<file path="src/rtl/core/u3gm_pkg.sv">
// ----------------------------------------------------------------------------
// u3gm_pkg
// Shared types, constants and fixed-point helpers of the U3 gate matrix unit.
// ----------------------------------------------------------------------------
package u3gm_pkg;

  // Sample format: signed, one integer bit, the rest fraction
  localparam int unsigned SAMPLE_WIDTH = 16;
  localparam int unsigned FRAC_BITS    = SAMPLE_WIDTH - 1;

  typedef logic signed [SAMPLE_WIDTH-1:0]   sample_t;
  typedef logic signed [2*SAMPLE_WIDTH-1:0] prod_t;   // exact product
  typedef logic signed [2*SAMPLE_WIDTH:0]   wide_t;   // product with sign applied
  typedef logic signed [SAMPLE_WIDTH:0]     sum_t;    // sum of two samples

  localparam sample_t SAMPLE_MAX = {1'b0, {(SAMPLE_WIDTH-1){1'b1}}};
  localparam sample_t SAMPLE_MIN = {1'b1, {(SAMPLE_WIDTH-1){1'b0}}};
  localparam wide_t   WIDE_MAX   = wide_t'(SAMPLE_MAX);
  localparam wide_t   WIDE_MIN   = wide_t'(SAMPLE_MIN);
  localparam sum_t    SUM_MAX    = sum_t'(SAMPLE_MAX);
  localparam sum_t    SUM_MIN    = sum_t'(SAMPLE_MIN);
  localparam wide_t   HALF_LSB   = wide_t'(1) <<< (FRAC_BITS - 1);

  // Command codes of the input beat
  localparam logic [1:0] CMD_GATE     = 2'd0;
  localparam logic [1:0] CMD_INVERSE  = 2'd1;
  localparam logic [1:0] CMD_DERIV    = 2'd2;

  // Derivative angle codes
  localparam logic [1:0] DIDX_THETA  = 2'd0;
  localparam logic [1:0] DIDX_PHI    = 2'd1;
  localparam logic [1:0] DIDX_LAMBDA = 2'd2;

  // Matrix to build, decoded once at the input
  typedef enum logic [2:0] {
    MODE_GATE,
    MODE_INVERSE,
    MODE_D_THETA,
    MODE_D_PHI,
    MODE_D_LAMBDA,
    MODE_ZERO
  } mode_e;

  // The six trig values of one beat
  typedef struct packed {
    sample_t st;   // sin(theta/2)
    sample_t ct;   // cos(theta/2)
    sample_t sp;   // sin(phi)
    sample_t cp;   // cos(phi)
    sample_t sl;   // sin(lambda)
    sample_t cl;   // cos(lambda)
  } trig_t;

  // One result beat, row-major
  typedef struct packed {
    sample_t m00_re;
    sample_t m00_im;
    sample_t m01_re;
    sample_t m01_im;
    sample_t m10_re;
    sample_t m10_im;
    sample_t m11_re;
    sample_t m11_im;
  } matrix_t;

  function automatic mode_e decode_mode(logic [1:0] cmd, logic [1:0] didx);
    mode_e m;
    m = MODE_ZERO;
    case (cmd)
      CMD_GATE:    m = MODE_GATE;
      CMD_INVERSE: m = MODE_INVERSE;
      CMD_DERIV: begin
        case (didx)
          DIDX_THETA:  m = MODE_D_THETA;
          DIDX_PHI:    m = MODE_D_PHI;
          DIDX_LAMBDA: m = MODE_D_LAMBDA;
          default:     m = MODE_ZERO;
        endcase
      end
      default:     m = MODE_ZERO;
    endcase
    return m;
  endfunction

  // Apply sign, round half up to the fraction width, saturate
  function automatic sample_t mul_round(prod_t p, logic neg);
    wide_t   x;
    wide_t   r;
    sample_t res;
    x = neg ? -wide_t'(p) : wide_t'(p);
    r = (x + HALF_LSB) >>> FRAC_BITS;
    if (r > WIDE_MAX) begin
      res = SAMPLE_MAX;
    end else if (r < WIDE_MIN) begin
      res = SAMPLE_MIN;
    end else begin
      res = r[SAMPLE_WIDTH-1:0];
    end
    return res;
  endfunction

  function automatic sample_t sat_sum(sum_t s);
    sample_t res;
    if (s > SUM_MAX) begin
      res = SAMPLE_MAX;
    end else if (s < SUM_MIN) begin
      res = SAMPLE_MIN;
    end else begin
      res = s[SAMPLE_WIDTH-1:0];
    end
    return res;
  endfunction

  // Saturating a + b, or a - b when sub is set
  function automatic sample_t add_sat(sample_t a, sample_t b, logic sub);
    sum_t s;
    s = sub ? (sum_t'(a) - sum_t'(b)) : (sum_t'(a) + sum_t'(b));
    return sat_sum(s);
  endfunction

  function automatic sample_t neg_sat(sample_t a);
    sum_t s;
    s = -sum_t'(a);
    return sat_sum(s);
  endfunction

endpackage

</file>
<file path="src/rtl/core/u3gm_angle_sum.sv">
// ----------------------------------------------------------------------------
// u3gm_angle_sum
// Two pipeline stages: the four angle-sum products, then rounding and the
// saturated sum and difference giving sin and cos of phi plus lambda.
// ----------------------------------------------------------------------------
module u3gm_angle_sum
  import u3gm_pkg::*;
(
  input  logic    clk_i,
  input  logic    rst_ni,
  input  logic    valid_i,
  output logic    ready_o,
  input  mode_e   mode_i,
  input  trig_t   trig_i,
  output logic    valid_o,
  input  logic    ready_i,
  output mode_e   mode_o,
  output trig_t   trig_o,
  output sample_t spl_o,
  output sample_t cpl_o
);

  // Stage 1: exact products
  logic  s1_valid_q;
  mode_e s1_mode_q;
  trig_t s1_trig_q;
  prod_t p_spcl_q, p_cpsl_q, p_cpcl_q, p_spsl_q;

  // Stage 2: angle sum
  logic    s2_valid_q;
  mode_e   s2_mode_q;
  trig_t   s2_trig_q;
  sample_t spl_q, cpl_q;
  sample_t spl_d, cpl_d;

  logic s1_ready, s2_ready;

  // Per-stage ready: a stage loads when empty or when it drains
  assign s2_ready = !s2_valid_q || ready_i;
  assign s1_ready = !s1_valid_q || s2_ready;
  assign ready_o  = s1_ready;

  // Valid bits
  always_ff @(posedge clk_i or negedge rst_ni) begin
    if (!rst_ni) begin
      s1_valid_q <= 1'b0;
      s2_valid_q <= 1'b0;
    end else begin
      if (s1_ready) begin
        s1_valid_q <= valid_i;
      end
      if (s2_ready) begin
        s2_valid_q <= s1_valid_q;
      end
    end
  end

  // Stage 1 payload
  always_ff @(posedge clk_i) begin
    if (s1_ready && valid_i) begin
      s1_mode_q <= mode_i;
      s1_trig_q <= trig_i;
      p_spcl_q  <= prod_t'(trig_i.sp) * prod_t'(trig_i.cl);
      p_cpsl_q  <= prod_t'(trig_i.cp) * prod_t'(trig_i.sl);
      p_cpcl_q  <= prod_t'(trig_i.cp) * prod_t'(trig_i.cl);
      p_spsl_q  <= prod_t'(trig_i.sp) * prod_t'(trig_i.sl);
    end
  end

  // sin(p+l) = sp*cl + cp*sl, cos(p+l) = cp*cl - sp*sl; products rounded first
  always_comb begin
    spl_d = add_sat(mul_round(p_spcl_q, 1'b0), mul_round(p_cpsl_q, 1'b0), 1'b0);
    cpl_d = add_sat(mul_round(p_cpcl_q, 1'b0), mul_round(p_spsl_q, 1'b0), 1'b1);
  end

  // Stage 2 payload
  always_ff @(posedge clk_i) begin
    if (s2_ready && s1_valid_q) begin
      s2_mode_q <= s1_mode_q;
      s2_trig_q <= s1_trig_q;
      spl_q     <= spl_d;
      cpl_q     <= cpl_d;
    end
  end

  assign valid_o = s2_valid_q;
  assign mode_o  = s2_mode_q;
  assign trig_o  = s2_trig_q;
  assign spl_o   = spl_q;
  assign cpl_o   = cpl_q;

  // A beat loaded into stage 1 reaches stage 2 as soon as stage 2 drains
  a_s1_advance: assert property (@(posedge clk_i) disable iff (!rst_ni)
    (s1_valid_q && s2_ready) |=> s2_valid_q)
    else $error("angle sum: stage 1 beat lost");

  // A stalled stage 2 keeps its beat and its angle sum
  a_s2_hold: assert property (@(posedge clk_i) disable iff (!rst_ni)
    (s2_valid_q && !ready_i) |=> (s2_valid_q && $stable(spl_q) && $stable(cpl_q)))
    else $error("angle sum: stalled stage 2 changed");

  // Stage 1 only fills when upstream offers a beat
  a_s1_fill: assert property (@(posedge clk_i) disable iff (!rst_ni)
    (s1_ready && !valid_i) |=> !s1_valid_q)
    else $error("angle sum: stage 1 filled without a beat");

endmodule

</file>
<file path="config.mk">
export PLATFORM = sky130hd
export DESIGN_NAME = u3gm_angle_sum
export DESIGN_NICKNAME = d
export VERILOG_FILES = /design/src/rtl/core/u3gm_pkg.sv /design/src/rtl/core/u3gm_angle_sum.sv
export SDC_FILE = /design/constraint.sdc
export NUM_CORES = 2
export LEC_CHECK = 0
export BUFFER_PORTS_ARGS = -buffer_cell sky130_fd_sc_hd__buf_4
export CAP_MARGIN = 20
export CELL_PAD_IN_SITES_DETAIL_PLACEMENT = 1
export CELL_PAD_IN_SITES_GLOBAL_PLACEMENT = 1
export CORE_UTILIZATION = 30
export CTS_CLUSTER_DIAMETER = 40
export DETAILED_ROUTE_END_ITERATION = 16
export PLACE_DENSITY_LB_ADDON = 0.12
export RECOVER_POWER = 25
export SLEW_MARGIN = 5
export SYNTH_ARGS = -nofsm -noshare
export SYNTH_HDL_FRONTEND = slang
export SYNTH_SLANG_ARGS = --single-unit
</file>
<file path="constraint.sdc">
create_clock -name clk_i -period 5.4 [get_ports clk_i]
set_clock_uncertainty 0.1 [all_clocks]
set_input_delay 0.54 -clock clk_i [delete_from_list [all_inputs] [get_ports clk_i]]
set_output_delay 0.54 -clock clk_i [all_outputs]
set_load 0.1 [all_outputs]
</file>
==> impl_metrics.toml <==
[outcome]
run_status = "complete, but fails checks"
failed_checks = "DRC, setup timing"

[synthesis]
synth_edf_count = 302
ys.flop_type = "edfxtp_1"
async_reset_ff_frac = 0.006579
yosys_warnings = 0
synthesis.nets = 6450
synthCells = 4949
syn_area_mm2 = 0.05011
synth.yosys.seq_area_share = 0.1820
ys_seq_elements = 304
yosys.cell_types.count = 68
syn_avg_cell_area_um2 = 10.12

[setup_path]
crit_fanout = 8
crit_arrival_ns = 5.92
path_common_cell = "fa_1"
path_cells = "buf_16 -> clkbuf_16 -> nand2_1 -> fa_1 -> inv_2 -> fa_1 -> inv_1 -> fa_1 -> inv_2 -> fa_2 -> inv_2 -> fa_1 -> inv_1 -> fa_1 -> ha_4 -> nand4_1 -> a211oi_2 -> a21oi_2 -> a211oi_4 -> nor2_2 -> o31ai_2 -> a21oi_1 -> xnor2_1"
crit_required_ns = 5.73
crit_path_end_kind = "flop"
slowest_stage = "fa_1"
start_kind = "primary input"
setup.worst_path.class = "in2reg"
cp-startpoint = "trig_i[3]"
reg2reg_from = "p_cpcl_q[16]"
critPathMaxStageDelay_ns = 0.56

[timing]
rsz0062_at_grt = "true"
fin_crit_ns = 5.593
clock.fmax_ghz = 0.1788
maxSlewHeadroom = 0.2177
period_share = 1.036
setup_viol = 41
worst_pin_slew_ns = 1.173
maxSlewViolCount = 0
hold_viol = 0
final.setup.worst_slack_ns = -0.1929

[grt]
antenna_found_initial = 10
grt_max_degree = 97
grt_pass1_wl_mm = 248.1
gr-total-overflow = 0
grt_usage = 0.1940
grt_pass1_vias = 41400

[final_layout]
layout.nets = 7333
fin_util = 0.3996
layout-drive-gt1-share = 0.2485
stdcell_count = 8087
area_delta_synth_final_pct = 31.89

[clock_network]
insertion_delay_ns = 0.70
cts_buffer_depth = 3
cts_tree = "done"
clk_pin_slew_ns = 0.04
numClockSinks = 304
cts-buffers-inserted = 76
htreeDepth = 3
cts-root-buf = "clkbuf_16"

[placed_design]
dp_hpwl_mm = 130.6
dpl.cell_count = 7786
gp_congestion = 0.8217
numPortBuffers = 235

[floorplan]
die_w_um = 410.7
die_y_um = 410.7
io_pins = 236
initial_core_util = 0.3030
rows = 149
coreArea_mm2 = 0.1654
dieArea_mm2 = 0.1687

[detailed_routing]
totalWireLength_mm = 159.1
drt_iter0_drc = 1285
firstDrtPassIters = 11
ant_nets = 0
via_count = 35963
detail_route.wl_per_cell_um = 19.67
vias_per_cell = 4.447
drc = 2

[worst_hold_path]
hp-class = "in2reg"
hp-start = "trig_i[7]"

[flow_run]
maxCapViolations = 0
-- cell usage in the layout (no fill, tap or decap), types with 81 or more instances in the layout --
cell / synthesis / final
fa_1: 1046 / 1003
inv_1: 1156 / 1098
edfxtp_1: 302 / 302
xnor2_1: 120 / 110
buf_4: 2 / 720
ha_1: 352 / 306
and2_1: 397 / 369
buf_12: 0 / 87
clkbuf_16: 0 / 82
o21ai_0: 100 / 81
nand2_1: 638 / 573
-- final timing paths --
kind / to / slack (ns) / depth (start not counted)
max in group asynchronous: valid_o / 4.44 / 3
min in group asynchronous: s1_valid_q / 0.63 / 3
max: p_cpcl_q[29] / -0.19 / 23
min: s1_trig_q[7] / 0.04 / 1
max reg2reg: cpl_o[2] / 0.39 / 20
min reg2reg: trig_o[42] / 0.30 / 0
-- repair_timing --
action	CTS	global route
cloned	4	6
endpoints found under the setup margin	58	65
resized for setup	258	265
hold endpoints to repair	46	1
setup buffers	75	37
pin swaps	132	183
hold buffers	47	1
-- cells by family (layout without fill, tap and decap cells) --
kind of cell             count (synthesis)  count (layout)  share of synthesized area
AO/OA/AOI/OAI                          352             352                    0.04542
buffers and inverters                 1361            2304                     0.1023
XOR/XNOR                               186             186                    0.03251
other                                    0               6                          0
flip-flops                             304             304                     0.1820
multiplexers                             1               1                  0.0001998
adder cells (fa/ha/maj)               1404            1404                     0.5070
AND/OR/NAND/NOR                       1341            1341                     0.1306
-- flip-flops by register name, indices dropped and copies added, names as in the netlist, 16 cells and up --
register,cells
s1_trig_q,96
spl_o,16
trig_o,96
p_spcl_q,18
cpl_o,16
p_cpcl_q,18
p_cpsl_q,18
p_spsl_q,18
-- synthesized netlist by cell type, drive strengths merged (3+ instances only) --
cell type	count	area share
a2111o	3	0.00067
a2111oi	5	0.0010
a211oi	8	0.0012
a21boi	5	0.00075
a21o	32	0.0048
a21oi	102	0.010
a221oi	6	0.0010
a311oi	3	0.00090
a31oi	8	0.0010
a41oi	3	0.00052
and2	397	0.050
and3	22	0.0027
and4	7	0.0012
buf	5	0.00070
clkbuf	200	0.015
edfxtp	302	0.18
fa	1046	0.42
ha	352	0.088
inv	1156	0.087
maj3	6	0.0012
nand2	640	0.048
nand2b	69	0.0086
nand3	47	0.0047
nand3b	3	0.00045
nand4	17	0.0021
nor2	78	0.0060
nor2b	12	0.0015
nor3	29	0.0029
o2111ai	6	0.0010
o211ai	10	0.0015
o21a	12	0.0018
o21ai	106	0.011
o21bai	14	0.0021
o221ai	3	0.00065
o22ai	3	0.00037
o31ai	7	0.0011
or2	6	0.00075
or3	9	0.0011
xnor2	120	0.021
xor2	66	0.012
-- area by class of cell --
class,instances,area (µm²)
Inverter,1156,4348
Sequential cell,304,9119
Clock inverter,58,659.4
Timing Repair Buffer,1010,9533
Antenna cell,6,15.01
Tap cell,2189,2739
Clock buffer,80,1917
Fill cell,18299,99280
Multi-Input combinational cell,3284,37750
-- layer usage --
layer	track usage	wire length [µm]	share of wire
met5	0	0	0
met4	0.03757	3078	0.019
met3	0.02630	5647	0.035
met2	0.3256	76470	0.48
met1	0.2672	73910	0.46
-- per-stage QoR --
| stage | hold WS, ns | setup slack, ns | setup TNS (ns) | area, µm² |
|---|---|---|---|---|
| 2_1_floorplan | 0.1444 | -0.6092 | -16.29 | 51670 |
| 3_3_place_gp | 0.2241 | -1.187 | -65.68 | 59830 |
| 3_5_place_dp | 0.2259 | -1.263 | -69.09 | 59830 |
| 4_1_cts | 0.001597 | -0.2148 | -2.205 | 64680 |
| 5_1_grt | 0.0002804 | -0.3271 | -9.680 | 66080 |
| 6_report | 0.03930 | -0.1929 | -3.998 | 66080 |
-- worst max-delay path: cells and delay by family --
family	cells	cell delay, ns
adder cells (fa/ha/maj)	7	3.42
AO/OA/AOI/OAI	5	1.02
buffers and inverters	7	0.55
AND/OR/NAND/NOR	3	0.25
XOR/XNOR	1	0.13
Power is left out: the tool's default activity adds up to more than one toggle a clock period on the data nets, which glitch-free logic cannot reach.
