==> src/rtl/core/u3gm_pkg.sv <==
// ----------------------------------------------------------------------------
// u3gm_pkg
// Shared types, constants and fixed-point helpers of the U3 gate matrix unit.
// ----------------------------------------------------------------------------
package u3gm_pkg;

  // Sample format: signed, one integer bit, the rest fraction
  localparam int unsigned SAMPLE_WIDTH = 16;
  localparam int unsigned FRAC_BITS    = SAMPLE_WIDTH - 1;

  typedef logic signed [SAMPLE_WIDTH-1:0]   sample_t;
  typedef logic signed [2*SAMPLE_WIDTH-1:0] prod_t;   // exact product
  typedef logic signed [2*SAMPLE_WIDTH:0]   wide_t;   // product with sign applied
  typedef logic signed [SAMPLE_WIDTH:0]     sum_t;    // sum of two samples

  localparam sample_t SAMPLE_MAX = {1'b0, {(SAMPLE_WIDTH-1){1'b1}}};
  localparam sample_t SAMPLE_MIN = {1'b1, {(SAMPLE_WIDTH-1){1'b0}}};
  localparam wide_t   WIDE_MAX   = wide_t'(SAMPLE_MAX);
  localparam wide_t   WIDE_MIN   = wide_t'(SAMPLE_MIN);
  localparam sum_t    SUM_MAX    = sum_t'(SAMPLE_MAX);
  localparam sum_t    SUM_MIN    = sum_t'(SAMPLE_MIN);
  localparam wide_t   HALF_LSB   = wide_t'(1) <<< (FRAC_BITS - 1);

  // Command codes of the input beat
  localparam logic [1:0] CMD_GATE     = 2'd0;
  localparam logic [1:0] CMD_INVERSE  = 2'd1;
  localparam logic [1:0] CMD_DERIV    = 2'd2;

  // Derivative angle codes
  localparam logic [1:0] DIDX_THETA  = 2'd0;
  localparam logic [1:0] DIDX_PHI    = 2'd1;
  localparam logic [1:0] DIDX_LAMBDA = 2'd2;

  // Matrix to build, decoded once at the input
  typedef enum logic [2:0] {
    MODE_GATE,
    MODE_INVERSE,
    MODE_D_THETA,
    MODE_D_PHI,
    MODE_D_LAMBDA,
    MODE_ZERO
  } mode_e;

  // The six trig values of one beat
  typedef struct packed {
    sample_t st;   // sin(theta/2)
    sample_t ct;   // cos(theta/2)
    sample_t sp;   // sin(phi)
    sample_t cp;   // cos(phi)
    sample_t sl;   // sin(lambda)
    sample_t cl;   // cos(lambda)
  } trig_t;

  // One result beat, row-major
  typedef struct packed {
    sample_t m00_re;
    sample_t m00_im;
    sample_t m01_re;
    sample_t m01_im;
    sample_t m10_re;
    sample_t m10_im;
    sample_t m11_re;
    sample_t m11_im;
  } matrix_t;

  function automatic mode_e decode_mode(logic [1:0] cmd, logic [1:0] didx);
    mode_e m;
    m = MODE_ZERO;
    case (cmd)
      CMD_GATE:    m = MODE_GATE;
      CMD_INVERSE: m = MODE_INVERSE;
      CMD_DERIV: begin
        case (didx)
          DIDX_THETA:  m = MODE_D_THETA;
          DIDX_PHI:    m = MODE_D_PHI;
          DIDX_LAMBDA: m = MODE_D_LAMBDA;
          default:     m = MODE_ZERO;
        endcase
      end
      default:     m = MODE_ZERO;
    endcase
    return m;
  endfunction

  // Apply sign, round half up to the fraction width, saturate
  function automatic sample_t mul_round(prod_t p, logic neg);
    wide_t   x;
    wide_t   r;
    sample_t res;
    x = neg ? -wide_t'(p) : wide_t'(p);
    r = (x + HALF_LSB) >>> FRAC_BITS;
    if (r > WIDE_MAX) begin
      res = SAMPLE_MAX;
    end else if (r < WIDE_MIN) begin
      res = SAMPLE_MIN;
    end else begin
      res = r[SAMPLE_WIDTH-1:0];
    end
    return res;
  endfunction

  function automatic sample_t sat_sum(sum_t s);
    sample_t res;
    if (s > SUM_MAX) begin
      res = SAMPLE_MAX;
    end else if (s < SUM_MIN) begin
      res = SAMPLE_MIN;
    end else begin
      res = s[SAMPLE_WIDTH-1:0];
    end
    return res;
  endfunction

  // Saturating a + b, or a - b when sub is set
  function automatic sample_t add_sat(sample_t a, sample_t b, logic sub);
    sum_t s;
    s = sub ? (sum_t'(a) - sum_t'(b)) : (sum_t'(a) + sum_t'(b));
    return sat_sum(s);
  endfunction

  function automatic sample_t neg_sat(sample_t a);
    sum_t s;
    s = -sum_t'(a);
    return sat_sum(s);
  endfunction

endpackage

==> src/rtl/core/u3gm_entry_mul.sv <==
// ----------------------------------------------------------------------------
// u3gm_entry_mul
// Two pipeline stages: operand selection and the six entry products, then
// sign, rounding and saturation into the output register.
// ----------------------------------------------------------------------------
module u3gm_entry_mul
  import u3gm_pkg::*;
(
  input  logic    clk_i,
  input  logic    rst_ni,
  input  logic    valid_i,
  output logic    ready_o,
  input  mode_e   mode_i,
  input  trig_t   trig_i,
  input  sample_t spl_i,
  input  sample_t cpl_i,
  output logic    valid_o,
  input  logic    ready_i,
  output matrix_t res_o
);

  // Products feed m01_re, m01_im, m10_re, m10_im, m11_re, m11_im
  localparam int unsigned NPROD = 6;

  sample_t opa [NPROD];
  sample_t opb [NPROD];
  logic    neg_d [NPROD];
  sample_t m0_d;

  // Stage 3: exact products
  logic    s3_valid_q;
  mode_e   s3_mode_q;
  prod_t   prod_q [NPROD];
  logic    neg_q [NPROD];
  sample_t m0_q;

  // Stage 4: output register
  logic    s4_valid_q;
  matrix_t res_q;
  matrix_t res_d;

  logic s3_ready, s4_ready;

  assign s4_ready = !s4_valid_q || ready_i;
  assign s3_ready = !s3_valid_q || s4_ready;
  assign ready_o  = s3_ready;

  // Operand selection per matrix kind; a zero operand gives a zero entry
  always_comb begin
    for (int k = 0; k < NPROD; k++) begin
      opa[k]   = '0;
      opb[k]   = '0;
      neg_d[k] = 1'b0;
    end
    m0_d = '0;
    case (mode_i)
      MODE_GATE: begin
        m0_d = trig_i.ct;
        opa[0] = trig_i.st; opb[0] = trig_i.cl; neg_d[0] = 1'b1;
        opa[1] = trig_i.st; opb[1] = trig_i.sl; neg_d[1] = 1'b1;
        opa[2] = trig_i.st; opb[2] = trig_i.cp;
        opa[3] = trig_i.st; opb[3] = trig_i.sp;
        opa[4] = trig_i.ct; opb[4] = cpl_i;
        opa[5] = trig_i.ct; opb[5] = spl_i;
      end
      MODE_INVERSE: begin
        m0_d = trig_i.ct;
        opa[0] = trig_i.st; opb[0] = trig_i.cp;
        opa[1] = trig_i.st; opb[1] = trig_i.sp; neg_d[1] = 1'b1;
        opa[2] = trig_i.st; opb[2] = trig_i.cl; neg_d[2] = 1'b1;
        opa[3] = trig_i.st; opb[3] = trig_i.sl;
        opa[4] = trig_i.ct; opb[4] = cpl_i;
        opa[5] = trig_i.ct; opb[5] = spl_i;    neg_d[5] = 1'b1;
      end
      MODE_D_THETA: begin
        m0_d = neg_sat(trig_i.st);
        opa[0] = trig_i.ct; opb[0] = trig_i.cl; neg_d[0] = 1'b1;
        opa[1] = trig_i.ct; opb[1] = trig_i.sl; neg_d[1] = 1'b1;
        opa[2] = trig_i.ct; opb[2] = trig_i.cp;
        opa[3] = trig_i.ct; opb[3] = trig_i.sp;
        opa[4] = trig_i.st; opb[4] = cpl_i;    neg_d[4] = 1'b1;
        opa[5] = trig_i.st; opb[5] = spl_i;    neg_d[5] = 1'b1;
      end
      MODE_D_PHI: begin
        opa[2] = trig_i.st; opb[2] = trig_i.sp; neg_d[2] = 1'b1;
        opa[3] = trig_i.st; opb[3] = trig_i.cp;
        opa[4] = trig_i.ct; opb[4] = spl_i;    neg_d[4] = 1'b1;
        opa[5] = trig_i.ct; opb[5] = cpl_i;
      end
      MODE_D_LAMBDA: begin
        opa[0] = trig_i.st; opb[0] = trig_i.sl;
        opa[1] = trig_i.st; opb[1] = trig_i.cl; neg_d[1] = 1'b1;
        opa[4] = trig_i.ct; opb[4] = spl_i;    neg_d[4] = 1'b1;
        opa[5] = trig_i.ct; opb[5] = cpl_i;
      end
      default: begin
        m0_d = '0;
      end
    endcase
  end

  // Valid bits
  always_ff @(posedge clk_i or negedge rst_ni) begin
    if (!rst_ni) begin
      s3_valid_q <= 1'b0;
      s4_valid_q <= 1'b0;
    end else begin
      if (s3_ready) begin
        s3_valid_q <= valid_i;
      end
      if (s4_ready) begin
        s4_valid_q <= s3_valid_q;
      end
    end
  end

  // Stage 3 payload: one multiplier per entry but m00
  always_ff @(posedge clk_i) begin
    if (s3_ready && valid_i) begin
      s3_mode_q <= mode_i;
      m0_q      <= m0_d;
      for (int k = 0; k < NPROD; k++) begin
        prod_q[k] <= prod_t'(opa[k]) * prod_t'(opb[k]);
        neg_q[k]  <= neg_d[k];
      end
    end
  end

  // Sign, round and saturate
  always_comb begin
    res_d.m00_re = m0_q;
    res_d.m00_im = '0;
    res_d.m01_re = mul_round(prod_q[0], neg_q[0]);
    res_d.m01_im = mul_round(prod_q[1], neg_q[1]);
    res_d.m10_re = mul_round(prod_q[2], neg_q[2]);
    res_d.m10_im = mul_round(prod_q[3], neg_q[3]);
    res_d.m11_re = mul_round(prod_q[4], neg_q[4]);
    res_d.m11_im = mul_round(prod_q[5], neg_q[5]);
  end

  // Stage 4 payload
  always_ff @(posedge clk_i) begin
    if (s4_ready && s3_valid_q) begin
      res_q <= res_d;
    end
  end

  assign valid_o = s4_valid_q;
  assign res_o   = res_q;

  // A beat in stage 3 moves to the output once it has room
  a_s3_advance: assert property (@(posedge clk_i) disable iff (!rst_ni)
    (s3_valid_q && s4_ready) |=> s4_valid_q)
    else $error("entry mul: stage 3 beat lost");

  // A held result keeps its payload
  a_s4_hold: assert property (@(posedge clk_i) disable iff (!rst_ni)
    (s4_valid_q && !ready_i) |=> (s4_valid_q && $stable(res_q)))
    else $error("entry mul: stalled result changed");

  // Zero matrix: every product and the diagonal entry are zero
  a_zero_mode: assert property (@(posedge clk_i) disable iff (!rst_ni)
    (s3_valid_q && s3_mode_q == MODE_ZERO) |->
      (m0_q == '0 && prod_q[0] == '0 && prod_q[1] == '0 && prod_q[2] == '0 &&
       prod_q[3] == '0 && prod_q[4] == '0 && prod_q[5] == '0))
    else $error("entry mul: zero matrix carries a non-zero term");

  // Phi derivative leaves the top row empty
  a_dphi_row0: assert property (@(posedge clk_i) disable iff (!rst_ni)
    (s3_valid_q && s3_mode_q == MODE_D_PHI) |->
      (m0_q == '0 && prod_q[0] == '0 && prod_q[1] == '0))
    else $error("entry mul: phi derivative top row not zero");

endmodule

==> config.mk <==
export PLATFORM = sky130hd
export DESIGN_NAME = u3gm_entry_mul
export DESIGN_NICKNAME = d
export VERILOG_FILES = /design/src/rtl/core/u3gm_pkg.sv /design/src/rtl/core/u3gm_entry_mul.sv
export SDC_FILE = /design/constraint.sdc
export NUM_CORES = 2
export LEC_CHECK = 0
export ABC_AREA = 1
export BUFFER_PORTS_ARGS = -buffer_cell sky130_fd_sc_hd__buf_2
export CELL_PAD_IN_SITES_DETAIL_PLACEMENT = 0
export CELL_PAD_IN_SITES_GLOBAL_PLACEMENT = 2
export CORE_ASPECT_RATIO = 0.5
export CORE_MARGIN = 1.5
export CORE_UTILIZATION = 40
export CTS_CLUSTER_DIAMETER = 50
export DETAILED_ROUTE_END_ITERATION = 6
export GPL_TIMING_DRIVEN = 0
export PLACE_DENSITY_LB_ADDON = 0.1
export SETUP_SLACK_MARGIN = 0.05
export SLEW_MARGIN = 30
export SYNTH_ARGS = -nofsm -noshare
export SYNTH_HDL_FRONTEND = slang
export SYNTH_SLANG_ARGS = --single-unit
==> constraint.sdc <==
create_clock -name clk_i -period 8.1 [get_ports clk_i]
set_input_delay 1.62 -clock clk_i [delete_from_list [all_inputs] [get_ports clk_i]]
set_output_delay 1.62 -clock clk_i [all_outputs]
set_load 0.01 [all_outputs]
==> key figures <==
Final layout
  – Nets: 12400
  – Commonest cells after routing, fill and taps aside: inv_1, nand2_1, fa_1
  – Share of cells above drive strength 1: 12.4%
  – Area Overhead vs Synth: 14.3%
  – Cell Count, Final, Fillers Out: 12900
  – Most common cell after layout, fill and taps aside: inv_1
  – Core Util, Final: 46.3%
  – Multi-input combinational cell area: 60300 um2
  – Reg area: 9390 um2
  – Fill count: 19900
  – Finished Cell Area: 90000 um2

Clock tree
  – Max Root-Sink Buffers: 3
  – Htree depth: 2
  – Clock Pin Slew Worst Setup and Hold Paths: 0.05 ns
  – CTS tree: yes
  – Clk root buf: clkbuf_16
  – Hold-fix buffers, CTS: 0
  – Cts bufs inserted: 45
  – Number of clock sinks: 313
  – Worst-skew pair later-pin latency: 0.66 ns

Worst setup path
  – Critical Path AT: 8.33 ns
  – CP required: 8.54 ns
  – CP endpoint kind: flip-flop
  – R2R cell count: 16
  – Reg2Reg Launch Point: neg_q[1]
  – Crit path kind: in2reg
  – Reg-to-reg setup timing slack: 4.94 ns
  – Crit path from: mode_i[2]
  – Startpoint types: input pin
  – Reg2reg end: res_o[78]
  – Critical path peak fanout: 10

Pwr
  – Register share of total power: 14.0%
  – Switching share of power: 54.2%
  – Pint: 11.9 mW
  – Leak Pwr: 47.9 nW
  – Peak VDD IR: 0.357 mV
  – Logic pwr share: 77.8%
  – Psw: 14.0 mW
  – Clock share of power: 8.2%
  – Power per Cell Area: 288 nW/um2

Worst hold path
  – Hold depth: 0
  – Hold Startpoint: m0_q[13]
  – Hold Path Sink: res_o[125]
  – Hold crit path type: reg2reg

STA
  – Unrepaired setup endpoints after global routing: yes
  – Final setup fails: 0
  – TNS Setup: 0 ns
  – Tmin final: 7.90 ns
  – Worst slew pin tran: 0.967 ns
  – FMAX: 127 MHz
  – Setup ws final: 0.205 ns
  – Endpoints failing hold: 0
  – Skew final: 0.0164 ns
  – Slew headroom: 35.5%
  – Period utilisation layout: 97.5%
  – Slew Limit Fails: 0

Place
  – # port buffers: 247
  – GP Congestion: 0.916
  – Placement-stage cell area: 84200 um2
  – Detail Placement HPWL: 224000 um
  – Worst slack at placement: -2.63 ns
  – Placed Cells incl. Taps: 12600

Floorplanning
  – Die area: 200000 um2
  – Core area: 194000 um2
  – Die H: 317 um
  – Placement Rows: 114
  – # IOs: 265
  – Die W: 630 um
  – Initial Utilization: 40.5%

Logic synthesis
  – Cells after Synth: 9696
  – Cell accounting for the most synthesized area: fa_1
  – Seq/Total Area, Yosys: 11.9%
  – Post-Synthesis Cell Area: 78700 um2
  – Yosys top cell area share: 39.9%
  – Synthesis Warnings: 0
  – FFs w/ async S/R, synth: 0.639%
  – Unique masters post-synth: 63
  – Synth Flop Type: edfxtp_1
  – Top cells by area in the synthesized netlist: fa_1, inv_1, edfxtp_1, nand2_1, ha_1
  – Avg Cell Area, Syn: 8.12 um2
  – Yosys reg bits: 313
  – Number of synthesized flops with an enable pin: 311

GRT
  – First-pass GRT wire length: 409000 um
  – Vias in the first global route: 67200
  – Initial antenna violation count: 12
  – Largest net degree at the start of global routing: 83
  – Gr ovfl total: 0
  – Total track usage: 27.3%

Drt
  – Routed len/inst: 20.6 um
  – Vias: 63200
  – Remaining DRCs: 0
  – Final wirelength: 265000 um
  – Via density: 4.91
  – First-pass detailed-route iteration total: 5
  – Post-DRT Antenna Nets: 0
  – DRT iter0 DRCs: 3965

Flow run
  – MaxCap Viol Count: 0

Status
  – Status: finished clean
==> power by group through the flow <==
| stage | Sequential (mW) | Combinational [mW] | Clock [mW] |
|---|---|---|---|
| global route | 3.70 | 22.8 | 2.26 |
| floorplan | 3.63 | 13.2 | 0 |
| global placement | 3.69 | 19.4 | 0 |
| finish | 3.62 | 20.2 | 2.13 |
| detailed placement | 3.65 | 19.4 | 0 |
| CTS | 3.63 | 19.9 | 2.21 |
==> critical path, stage by stage <==
cell and delay [ns]:
buf_4 0.17, nor2_4 0.21, nand2_4 0.12, clkbuf_8 0.23, o22ai_4 0.22, buf_12 0.16
clkinv_2 0.33, nor2_1 0.27, fa_1 0.45, inv_1 0.08, fa_1 0.44, fa_1 0.52
inv_1 0.06, fa_1 0.51, fa_1 0.56, inv_1 0.07, fa_1 0.51, inv_1 0.07
ha_1 0.33, a21oi_1 0.22, nand2_1 0.16, nand2_1 0.10, o211ai_1 0.09, buf_4 0.16
nand2_1 0.05, nand2_1 0.08, a21oi_4 0.18, xor2_4 0.30
==> Yosys cell counts (all sizes together), types with 7 or more instances <==
| cell type | n |
|---|---|
| inv | 2628 |
| nand2 | 2216 |
| fa | 1571 |
| nor2 | 913 |
| ha | 497 |
| edfxtp | 311 |
| clkbuf | 202 |
| a21oi | 200 |
| nand3 | 195 |
| xor2 | 190 |
| o21ai | 161 |
| xnor2 | 112 |
| buf | 76 |
| o22ai | 57 |
| nand4 | 52 |
| a31oi | 41 |
| nand3b | 41 |
| nor3 | 39 |
| o211ai | 26 |
| o221ai | 26 |
| o21a | 22 |
| a21o | 13 |
| clkinv | 13 |
| nor4 | 12 |
| a21boi | 11 |
| a22oi | 11 |
| o31ai | 10 |
| o21bai | 9 |
| or2 | 7 |
==> per-stage QoR <==
step / hold WS [ns] / power (mW)
floorplan: 0.400 / 16.9
global placement: 0.403 / 23.1
detailed placement: 0.405 / 23.1
CTS: 0.417 / 25.7
global route: 0.424 / 28.8
finish: 0.416 / 25.9
==> layout make-up <==
| class | count | area share [%] |
|---|---|---|
| clock inverter | 36 | 0.502 |
| sequential | 313 | 10.4 |
| antenna | 8 | 0.0222 |
| timing repair buffer | 463 | 3.92 |
| tap | 2610 | 3.63 |
| clock buffer | 47 | 1.26 |
| inverter | 2641 | 11.1 |
| buffer | 269 | 2.12 |
| multi-input combinational | 6479 | 67.0 |
==> repair_timing <==
action	4_1_cts	5_1_grt
setup buffers	108	78
gates resized for setup	502	348
pin swaps	53	50
setup endpoints to repair	125	82
==> logic make-up (layout without fill, tap and decap cells) <==
| family | Yosys count | in the layout | synth area share [%] |
|---|---|---|---|
| and+or+nand+nor | 3483 | 3483 | 17.9 |
| buffers and inverters | 2919 | 3456 | 14.1 |
| adders and majority gates | 2068 | 2068 | 47.8 |
| AOI/OAI and AO/OA | 610 | 610 | 4.75 |
| DFF | 313 | 313 | 11.9 |
| xor gates and xnor gates | 302 | 302 | 3.40 |
| other | 1 | 24 | 0.00476 |
==> metal layers <==
layer,routed length (um),vias to the layer above,global-route usage [%]
met5,0,-,0
met4,10800,0,9.47
met3,15000,398,3.78
met2,127000,1530,47.1
met1,113000,31800,35.6
li1,-,29500,-
==> worst max-delay path by stage <==
stage / slack [ns] / depth (start not counted) / end
detailed placement: -2.63 / 29 / prod_q[4][31]
CTS: -0.02 / 32 / prod_q[4][31]
floorplan: 0.02 / 28 / prod_q[0][25]
finish: 0.20 / 28 / prod_q[4][31]
global placement: -4.22 / 3 / res_o[94]
global route: -0.06 / 32 / prod_q[1][31]
==> sequential cells by signal, summed over array words and instances, names as in the netlist <==
signal	cells
prod_q	178
m0_q	16
res_o	112
neg_q	5
s3_valid_q	1
valid_o	1
(Power assumes the default switching activity.)
